### config.mk
export PLATFORM = sky130hd
export DESIGN_NAME = falling_sand_column_step
export DESIGN_NICKNAME = d
export VERILOG_FILES = /design/src/rtl/fscs_pkg.sv /design/src/rtl/fscs_land.sv /design/src/rtl/fscs_window.sv /design/src/rtl/fscs_queue.sv /design/src/rtl/falling_sand_column_step.sv
export SDC_FILE = /design/constraint.sdc
export NUM_CORES = 1
export LEC_CHECK = 0
export BUFFER_PORTS_ARGS = -buffer_cell sky130_fd_sc_hd__buf_2
export CAP_MARGIN = 0
export CORE_AREA = 2 2 261 263
export CTS_CLUSTER_SIZE = 12
export DETAILED_ROUTE_END_ITERATION = 10
export DIE_AREA = 0 0 263 265
export PLACE_DENSITY = 0.71
export RECOVER_POWER = 25
export SETUP_SLACK_MARGIN = 0.5
export SLEW_MARGIN = 25
export SYNTH_ARGS = -nofsm -noshare
export SYNTH_HDL_FRONTEND = slang
export SYNTH_HIERARCHICAL = 1
export SYNTH_SLANG_ARGS = --single-unit
export TNS_END_PERCENT = 50
### constraint.sdc
create_clock -name clk -period 10.7 [get_ports clk]
set_input_delay 0 -clock clk [delete_from_list [all_inputs] [get_ports clk]]
set_output_delay 0 -clock clk [all_outputs]
set_load 0.02 [all_outputs]
### src/rtl/fscs_pkg.sv
// shared types and constants for the falling sand column step block
// no dependencies; imported by every module of the block
package fscs_pkg;

    localparam int CELLS_W           = 64;
    localparam int COLUMN_HEIGHT_DEF = 64;

    // most beats one column can release (frame end of a long frame)
    localparam int MAX_PUSH   = 3;
    localparam int PUSH_CNT_W = 2;

    // result queue
    localparam int QUEUE_DEPTH = 4;
    localparam int CNT_W       = $clog2(QUEUE_DEPTH + 1);

    typedef struct packed {
        logic [CELLS_W-1:0] next_cells;
        logic               frame_last;
    } fscs_result_t;

    // results released by one accepted column, packed from slot 0 up
    typedef struct packed {
        logic [PUSH_CNT_W-1:0] cnt;
        fscs_result_t [MAX_PUSH-1:0] slot;
    } fscs_push_t;

endpackage

### src/rtl/fscs_land.sv
// next-generation column for one centre column from its neighbors
// depends on fscs_pkg; purely combinational, bitwise across rows
module fscs_land
    import fscs_pkg::*;
#(
    parameter int COLUMN_HEIGHT = COLUMN_HEIGHT_DEF
)
(
    input  logic [COLUMN_HEIGHT-1:0] left,
    input  logic                     left_ok,
    input  logic [COLUMN_HEIGHT-1:0] centre,
    input  logic [COLUMN_HEIGHT-1:0] right,
    input  logic                     right_ok,
    input  logic [COLUMN_HEIGHT-1:0] far,
    input  logic                     far_ok,
    output logic [COLUMN_HEIGHT-1:0] result
);

    localparam logic [COLUMN_HEIGHT-1:0] GROUND = {1'b1, {(COLUMN_HEIGHT-1){1'b0}}};

    logic [COLUMN_HEIGHT-1:0] bl, br, bf;
    logic [COLUMN_HEIGHT-1:0] air, down, rest, stay;
    logic [COLUMN_HEIGHT-1:0] dr, dl;

    always_comb
    begin
        // missing neighbors block every move into them
        bl = left_ok  ? left  : '1;
        br = right_ok ? right : '1;
        bf = far_ok   ? far   : '1;

        air  = centre & ~GROUND;
        down = air & ~(centre >> 1);
        rest = air & (centre >> 1) & (br >> 1);
        stay = (centre & GROUND) | (rest & (bl >> 1));

        // left grains sliding down-right into this column
        dr = left_ok ? (left & ~GROUND & (left >> 1) & ~(centre >> 1)) : '0;
        // right grains sliding down-left, only when their own down-right is taken
        dl = right_ok ? (right & ~GROUND & (right >> 1) & (bf >> 1) & ~(centre >> 1)) : '0;

        result = stay | ((down | dr | dl) << 1);
    end

endmodule

### src/rtl/fscs_window.sv
// column window, frame tracking and the three land units
// depends on fscs_pkg and fscs_land
module fscs_window
    import fscs_pkg::*;
#(
    parameter int COLUMN_HEIGHT = COLUMN_HEIGHT_DEF
)
(
    input  logic               clk,
    input  logic               rst_n,
    input  logic               accept,
    input  logic [CELLS_W-1:0] cells,
    input  logic               frame_start,
    input  logic               frame_end,
    output fscs_push_t         push
);

    logic [COLUMN_HEIGHT-1:0] w0_reg, w1_reg, w2_reg;
    logic [COLUMN_HEIGHT-1:0] w0_next, w1_next, w2_next;
    logic [1:0]               seen_reg, seen_next;

    logic [COLUMN_HEIGHT-1:0] col;
    logic [1:0]               seen;
    logic                     v0, v1;
    logic [COLUMN_HEIGHT-1:0] r0, r1, r2;
    fscs_result_t             res0, res1, res2;

    assign col  = cells[COLUMN_HEIGHT-1:0];
    assign seen = frame_start ? 2'd0 : seen_reg;
    assign v0   = (seen >= 2'd2);
    assign v1   = frame_end && (seen >= 2'd1);

    // column two back, released when its right-right neighbor arrives
    fscs_land #(.COLUMN_HEIGHT(COLUMN_HEIGHT)) u_land0 (
        .left(w2_reg), .left_ok(seen == 2'd3),
        .centre(w1_reg),
        .right(w0_reg), .right_ok(1'b1),
        .far(col), .far_ok(1'b1),
        .result(r0)
    );

    // flush: newest held column, no far neighbor
    fscs_land #(.COLUMN_HEIGHT(COLUMN_HEIGHT)) u_land1 (
        .left(w1_reg), .left_ok(seen >= 2'd2),
        .centre(w0_reg),
        .right(col), .right_ok(1'b1),
        .far('0), .far_ok(1'b0),
        .result(r1)
    );

    // flush: the incoming last column itself
    fscs_land #(.COLUMN_HEIGHT(COLUMN_HEIGHT)) u_land2 (
        .left(w0_reg), .left_ok(seen >= 2'd1),
        .centre(col),
        .right('0), .right_ok(1'b0),
        .far('0), .far_ok(1'b0),
        .result(r2)
    );

    always_comb
    begin
        res0 = '{next_cells: CELLS_W'(r0), frame_last: 1'b0};
        res1 = '{next_cells: CELLS_W'(r1), frame_last: 1'b0};
        res2 = '{next_cells: CELLS_W'(r2), frame_last: 1'b1};

        // compact valid results into the low slots, in order
        push.slot[0] = v0 ? res0 : (v1 ? res1 : res2);
        push.slot[1] = v0 ? res1 : res2;
        push.slot[2] = res2;
        if (!accept)
        begin
            push.cnt = '0;
        end
        else
        begin
            push.cnt = PUSH_CNT_W'(v0) + PUSH_CNT_W'(v1) + PUSH_CNT_W'(frame_end);
        end
    end

    always_comb
    begin
        w0_next   = w0_reg;
        w1_next   = w1_reg;
        w2_next   = w2_reg;
        seen_next = seen_reg;
        if (accept)
        begin
            if (frame_end)
            begin
                seen_next = 2'd0;
            end
            else
            begin
                w2_next   = w1_reg;
                w1_next   = w0_reg;
                w0_next   = col;
                seen_next = (seen == 2'd3) ? 2'd3 : seen + 2'd1;
            end
        end
    end

    always_ff @(posedge clk or negedge rst_n)
    begin
        if (!rst_n)
        begin
            seen_reg <= 2'd0;
        end
        else
        begin
            seen_reg <= seen_next;
        end
    end

    // window contents are only read under the column count
    always_ff @(posedge clk)
    begin
        w0_reg <= w0_next;
        w1_reg <= w1_next;
        w2_reg <= w2_next;
    end

endmodule

### src/rtl/fscs_queue.sv
// result queue: takes up to three results per cycle, gives one beat per cycle while pop is high
// depends on fscs_pkg
module fscs_queue
    import fscs_pkg::*;
(
    input  logic         clk,
    input  logic         rst_n,
    input  fscs_push_t   push,
    input  logic         pop,
    output logic         room,
    output logic         valid,
    output fscs_result_t head
);

    fscs_result_t             q_reg  [QUEUE_DEPTH];
    fscs_result_t             q_next [QUEUE_DEPTH];
    logic [CNT_W-1:0]         cnt_reg, cnt_next;
    logic [CNT_W-1:0]         cnt_pop;

    assign valid = (cnt_reg != '0);
    assign head  = q_reg[0];
    // a whole frame-end burst must fit whatever the receiver does
    assign room  = (cnt_reg <= CNT_W'(QUEUE_DEPTH - MAX_PUSH));

    always_comb
    begin
        logic [CNT_W-1:0] off;
        cnt_pop = cnt_reg - CNT_W'(pop && valid);
        for (int i = 0; i < QUEUE_DEPTH; i++)
        begin
            q_next[i] = q_reg[i];
        end
        if (pop)
        begin
            for (int i = 0; i < QUEUE_DEPTH - 1; i++)
            begin
                q_next[i] = q_reg[i+1];
            end
        end
        for (int i = 0; i < QUEUE_DEPTH; i++)
        begin
            off = CNT_W'(i) - cnt_pop;
            if ((CNT_W'(i) >= cnt_pop) && (off < CNT_W'(push.cnt)))
            begin
                q_next[i] = push.slot[off[PUSH_CNT_W-1:0]];
            end
        end
        cnt_next = cnt_pop + CNT_W'(push.cnt);
    end

    always_ff @(posedge clk or negedge rst_n)
    begin
        if (!rst_n)
        begin
            cnt_reg <= '0;
        end
        else
        begin
            cnt_reg <= cnt_next;
        end
    end

    always_ff @(posedge clk)
    begin
        for (int i = 0; i < QUEUE_DEPTH; i++)
        begin
            q_reg[i] <= q_next[i];
        end
    end

endmodule

### src/rtl/falling_sand_column_step.sv
// top level of the falling sand column step block
// depends on fscs_pkg, fscs_window, fscs_land and fscs_queue
//
// one generation of a falling sand grid, streamed one column per beat
// slave side: s_tdata carries one grid column (bit y = row y, row 0 at top,
//   row COLUMN_HEIGHT-1 is the ground), s_tuser marks the first column of a
//   frame and s_tlast the last column
// master side: m_tdata carries one next-generation column, m_tlast marks
//   the last column of the frame
// a column is decided when the column two to its right arrives, so output
//   lags the input by two columns; the last column of a frame flushes the
//   held columns, up to two, plus itself as a burst of up to three beats
// a released result is written into the result queue registers and reaches
//   the master side from there, behind any beats still waiting
// throughput: one column per cycle in the body of a frame while the receiver
//   is ready; a frame end releases up to three beats and the slave side
//   then pauses while the four entry result queue drains
// s_tready is high while at most one beat waits, so a full frame-end burst
//   always fits; a stalled receiver holds off the input once two beats wait
// reset clears the column count and the queue; no beat is pending after it
// a column after reset or after a frame end starts a new frame by itself
module falling_sand_column_step
    import fscs_pkg::*;
#(
    parameter int COLUMN_HEIGHT = COLUMN_HEIGHT_DEF
)
(
    input  logic               clk,
    input  logic               rst_n,
    input  logic               s_tvalid,
    output logic               s_tready,
    input  logic [CELLS_W-1:0] s_tdata,   // cells
    input  logic               s_tuser,   // frame_start
    input  logic               s_tlast,   // frame_end
    output logic               m_tvalid,
    input  logic               m_tready,
    output logic [CELLS_W-1:0] m_tdata,   // next_cells
    output logic               m_tlast    // frame_last
);

    logic         accept;
    logic         room;
    fscs_push_t   push;
    fscs_result_t head;

    assign s_tready = room;
    assign accept   = s_tvalid && room;

    // window of held columns and the land logic for up to three results
    fscs_window #(.COLUMN_HEIGHT(COLUMN_HEIGHT)) u_window (
        .clk         (clk),
        .rst_n       (rst_n),
        .accept      (accept),
        .cells       (s_tdata),
        .frame_start (s_tuser),
        .frame_end   (s_tlast),
        .push        (push)
    );

    // result registers, one beat per cycle toward the receiver while it is ready
    fscs_queue u_queue (
        .clk   (clk),
        .rst_n (rst_n),
        .push  (push),
        .pop   (m_tready),
        .room  (room),
        .valid (m_tvalid),
        .head  (head)
    );

    assign m_tdata = head.next_cells;
    assign m_tlast = head.frame_last;

endmodule

* Word level (Yosys, flattened, before mapping)
Memory sizes are Yosys's and may differ from the RTL's.
Index checks and enable logic that the tools add are counted.
** Cells by class
- Reduce and logical (&&, ||, !) cells :: 9
- Bitwise gates (word level) :: 32
- Equality and inequality tests :: 1
- Magnitude comparators :: 15
- Add/sub/neg operators :: 9
- Mux-type cells :: 26
** Operators by type and width (number)
- $and A63 B63 Y63 :: 16
- $mux W65 :: 11
- $bmux W65 S2 :: 4
- $or A63 B63 Y63 :: 5
- $or A64 B64 Y64 :: 4
- $mux W195 :: 1
- $mux W64 :: 3
- $mux W63 :: 3
- $not A63 Y63 :: 3
- $or A64 B63 Y64 :: 2
- $and A64 B63 Y64 :: 1
- $lt A2 B3 Y1 const B :: 4
- $lt A3 B2 Y1 :: 4
- $mux W2 :: 4
- $logic_and A1 B1 Y1 :: 7
- $ge A1 B3 Y1 const A :: 2
- $ge A2 B3 Y1 const A :: 2
- $sub A1 B3 Y3 const A :: 2
- $sub A2 B3 Y3 const A :: 2
- $add A3 B2 Y3 :: 1
- $le A3 B1 Y1 const B :: 1
- $reduce_bool A3 Y1 :: 1
- $sub A3 B1 Y3 :: 1
- $add A1 B1 Y2 :: 1
- other kinds (7) :: 7
** Storage, ports and cells
- Memories :: 1
- Word-level logic and storage cells :: 98
- RAM bits :: 260
- Register bits :: 197
** Memory list
- u_queue.q_reg :: depth 4, bits a word 65, read ports 4, clocked after Yosys merged registers in 0, write ports 4, RTL line fscs_queue.sv:15 : fscs_result_t q_reg [QUEUE_DEPTH];

* Depth between registers and ports, before layout
- Depth in word-level cells :: 11
- Depth in mapped cells :: 21
- Depth with buffers taken out :: 11

* Hierarchy
The synthesis kept the hierarchy.
** By module, submodules not included
- fscs_queue :: seq. area each 7882.6 sq um, cells each 1402, times used 1, area each 15436.1 sq um
- fscs_land :: seq. area each 0.0 sq um, cells each 412, times used 3, area each 2765.2 sq um
- fscs_window :: seq. area each 5815.6 sq um, cells each 572, times used 1, area each 8039.0 sq um
- falling_sand_column_step :: seq. area each 0.0 sq um, cells each 1, times used 1, area each 6.3 sq um

* Worst setup path before layout
No wires, ideal clock.
- Kind :: reg-to-reg
- Start :: register u_queue.cnt_reg[2]
- End :: register u_window.seen_reg[1]
- Cell stages (with the launch flop) :: 6
- Buffers on the path :: 0
- Arrival :: 9806 ps
- Clock period less this slack :: 9920 ps
- Path slack :: 780 ps
- Setup time :: 115 ps
- Required time :: 10585 ps
- Cell sequence :: dfrtp_1 -> nor2_1 -> and2_1 -> inv_1 -> nor2_1 -> a22o_1
** Between the ends
- Longest elaborated chain between the ends :: 2
** RTL lines
- start: declaration :: RTL line fscs_queue.sv:17 : logic [CNT_W-1:0] cnt_reg, cnt_next;
- start signal: assignment :: RTL line fscs_queue.sv:59 : cnt_reg <= cnt_next;
- $le A3 B1 Y1 :: RTL line fscs_queue.sv:23 : assign room = (cnt_reg <= CNT_W'(QUEUE_DEPTH - MAX_PUSH));
- via s_tready :: RTL line falling_sand_column_step.sv:31 : output logic s_tready,
- $logic_and A1 B1 Y1 :: RTL line falling_sand_column_step.sv:47 : assign accept = s_tvalid && room;
- via accept :: RTL line falling_sand_column_step.sv:41 : logic accept;
- end signal: assignment :: RTL line fscs_window.sv:110 : seen_reg <= seen_next;
- end: declaration :: RTL line fscs_window.sv:20 : logic [1:0] seen_reg, seen_next;
The timed path passes the listed nets, and every way through them passes these cells.
A chain may end at the register's enable or synchronous reset.

==> summary.txt <==
Yosys
  – Most common library cells after synthesis: 614 x sky130_fd_sc_hd__nand2_1, 452 x sky130_fd_sc_hd__edfxtp_1, 264 x sky130_fd_sc_hd__o21ai_0
  – Number of warnings issued by yosys: 6
  – Synthesized instance count: ~3200
  – Async SR Flop Fraction: 0.0109
  – Number of distinct standard cells referenced by the synthesized netlist: 43
  – Most instantiated library cell after synthesis: sky130_fd_sc_hd__nand2_1
  – Avg Inst Size Synth: 9.90 sq um
  – Post-synth top flop: sky130_fd_sc_hd__edfxtp_1
  – Netlist Area Pre-Place: about 32000 sq um
  – Number of storage elements in the synthesis netlist: roughly 460
  – Synth area leaders: sky130_fd_sc_hd__edfxtp_1 43%, sky130_fd_sc_hd__mux2_2 7.9%, sky130_fd_sc_hd__nand2_1 7.3%, sky130_fd_sc_hd__and4b_1 5.8%, sky130_fd_sc_hd__o221ai_1 5.1%
  – Sequential fraction of the synthesis area: 0.431
  – Biggest area consumer among synthesized cells: sky130_fd_sc_hd__edfxtp_1
  – Top-area cell type share of the netlist area: 0.427
  – Number of enable flip-flop cells after synthesis: 452

Worst setup path
  – Path type of the worst setup path: flip-flop to flip-flop
  – Critical path arrival: between 5 and 6 ns
  – Delay contributed by the slowest stage of the critical path: about 1.0 ns
  – Number of buffers and inverters on the critical path: 3
  – Dominant cell type by count on the critical path: sky130_fd_sc_hd__ha_4
  – Slowest-stage cell, CP: sky130_fd_sc_hd__ha_4
  – Worst Setup End Kind: flip-flop
  – CP top delay family: adder cells
  – Kind of start point of the critical path: flip-flop
  – Sequence of cells on the critical path: nor2_1, nand2_1, and2_1, ha_4, ha_4, inv_1, ha_4, inv_1, ha_1, a2111o_2, buf_4, mux2_2
  – Worst-path fanout max: 69
  – Required time of the critical path: ~11 ns
  – Setup slack of the most critical reg-to-reg path: about 5.2 ns

Detailed routing
  – DRC violation count after routing: 0
  – Average via count per standard cell: ~6.3
  – First-pass DRT Iterations: 8
  – Post-detailed-routing wire length: 94600 microns
  – Via count: between 20000 and 30000
  – Wire length per cell after detailed routing: between 20 and 25 microns
  – Count of nets left with antenna violations after detail routing: 0
  – Drt first-iter violations: roughly 3200

Floorplanning
  – Vertical die dimension: roughly 270 microns
  – Floorplan die area: roughly 70000 sq um
  – Floorplan die width: approximately 260 microns
  – Boundary Pins: between 100 and 150
  – Starting Density: 0.476
  – Num rows: 95
  – Area of the placeable core: approximately 67000 sq um

Timing
  – Number of failing hold endpoints at the final stage: 0
  – Worst relative slew slack: 0.291
  – Clock Skew: approximately 0.023 ns
  – Transition time at the pin with the least slew margin: 1.06 ns
  – Highest attainable clock frequency: roughly 0.18 GHz
  – Final min period: about 5.5 ns
  – RSZ-0062 raised after global routing: no
  – Max-slew violation count: 0
  – Setup TNS after final layout: 0 ns
  – Share of the clock period used by the worst path after layout: 0.514
  – Setup violation total in the final timing report: 0
  – PnR worst setup slack: ~5.2 ns

Clock tree
  – Buffer type at the clock tree root: sky130_fd_sc_hd__clkbuf_16
  – Sinks on Clock Net: between 400 and 500
  – # H-tree levels: 2
  – Skew-Pair Late Insertion Delay: a little over 0.6 ns
  – Clock slew at the register clock pins of the worst setup and hold paths: ~0.060 ns
  – Total CTS buffers: 51
  – Resized cells post-CTS: 0
  – Clk buf depth: 3
  – TritonCTS clock tree: done

Pwr
  – Total power divided by cell area: 284 nW/um^2
  – Power consumption: slightly above 10 mW
  – Worst supply voltage drop on vdd: approximately 0.43 mV
  – Leakage dissipation: 13.3 nW

Layout
  – Flip-flop count of the largest register after layout: 260
  – Filler Cells Inserted: 5980
  – Fraction of layout instances using a drive strength above 1: 0.111
  – Area growth from synthesis to layout: 12.8%
  – Number of non-filler instances in the completed layout: roughly 4500
  – Final layout net count: around 3600
  – Final core utilization: 0.536

Worst hold path
  – Hold/Removal Path Class: input pin to flip-flop

Place
  – Half-perimeter wire length after placement: 53700 microns
  – GPL Wtd Cong: approximately 0.83
  – Number of port buffers: between 100 and 150
  – Setup WS pre-CTS: about 5.2 ns
  – Placed cell count: roughly 4300

Status
  – Result of the run: finished clean

Global route
  – Pin count of the biggest net entering global routing: 255
  – Wire length of the first global-routing pass: about 150000 microns
  – All-Layer GR Usage: 0.262
  – Grt ovf: 0
  – Via count of the first global-routing pass: roughly 26000
  – Number of antenna violations at the first check in global routing: 1

Run
  – Number of maximum-capacitance violations: 0
==> layout by cell type (no fill, tap or decap), drive strengths merged, types with 28 or more instances in the layout <==
master,Yosys,routed
nand2,614,614
edfxtp,452,452
o21ai,447,447
conb,2,322
mux2,234,234
a31oi,196,196
o22ai,187,187
o221ai,186,186
and4b,183,183
clkbuf,86,178
mux2i,91,91
nand3,81,81
dlygate4sd3,0,69
nand2b,67,67
o221a,64,64
a22o,53,53
buf,170,47
nor2,28,28
==> repair_timing <==
| action | in CTS | in global routing |
|---|---|---|
| hold buffers | 69 | 0 |
| setup buffers | 0 | 0 |
| hold endpoints to repair | 82 | 0 |
| setup endpoints to repair | 0 | 0 |
==> layout make-up <==
type | count | area [sq um] | area share
diodes | 1 | 2.50 | 0.0000698
clock buffers | 65 | 1370 | 0.0383
clock inverters | 28 | 250 | 0.00698
inverters | 23 | 109 | 0.00304
multi-input cells | 2795 | 17800 | 0.498
flip-flops and latches | 457 | 13700 | 0.382
well taps | 873 | 1090 | 0.0305
repair buffers | 229 | 1480 | 0.0412
==> power breakdown <==
part	total (mW)	leakage (nW)	internal (mW)	switching, mW
logic	5.22	8.15	2.02	3.20
clock network	1.77	0.800	1.02	0.750
registers	3.19	4.34	2.86	0.333
==> kinds of logic after synthesis <==
family | after synthesis | synth area share
flops | 457 | 0.431
simple gates | 980 | 0.161
mux | 325 | 0.112
compound gates | 1153 | 0.239
fa+ha+maj | 12 | 0.00520
xor+xnor | 3 | 0.00142
other cells | 2 | 0.000236
buf+inv | 279 | 0.0500
==> per-stage QoR <==
step,cell area [sq um],hold WS (ns)
after global routing,35800,0.216
after global placement,33600,-0.144
after floorplan,33000,-0.296
after CTS,36000,0.146
after detailed placement,33600,-0.148
final,35800,0.216
==> worst reg2reg max path: stages, from the launching register on <==
cell	delay [ns]
sky130_fd_sc_hd__dfrtp_1	0.44
sky130_fd_sc_hd__nor2_1	0.23
sky130_fd_sc_hd__nand2_1	0.09
sky130_fd_sc_hd__and2_1	0.18
sky130_fd_sc_hd__ha_4	0.16
sky130_fd_sc_hd__ha_4	0.80
sky130_fd_sc_hd__inv_1	0.32
sky130_fd_sc_hd__ha_4	1.04
sky130_fd_sc_hd__inv_1	0.16
sky130_fd_sc_hd__ha_1	0.35
sky130_fd_sc_hd__a2111o_2	0.17
sky130_fd_sc_hd__buf_4	0.81
sky130_fd_sc_hd__mux2_2	0.48
==> routing by layer <==
metal | share of wire | global-route usage
met5 | 0 | 0
met3 | 0.091 | 0.0481
met2 | 0.45 | 0.411
met1 | 0.42 | 0.363
met4 | 0.031 | 0.0924
==> final timing paths <==
| path | from | endpoint | cells after the start |
|---|---|---|---|
| worst max register to register | u_queue/cnt_reg[2]$_DFF_PN0_ | u_queue/q_reg[0][38]$_DFFE_PP_ | 12 |
| worst max-delay path | u_queue/cnt_reg[2]$_DFF_PN0_ | u_queue/q_reg[0][38]$_DFFE_PP_ | 12 |
| min in group asynchronous | rst_n | u_window/seen_reg[1]$_DFFE_PN0P_ | 3 |
| worst min-delay path | m_tready | u_queue/q_reg[2][50]$_DFFE_PP_ | 2 |
| worst min register to register | u_queue/q_reg[2][44]$_DFFE_PP_ | u_queue/q_reg[1][44]$_DFFE_PP_ | 2 |
| max in group asynchronous | rst_n | u_window/seen_reg[0]$_DFFE_PN0P_ | 3 |
No activity file was read; power rests on OpenSTA's default activity.
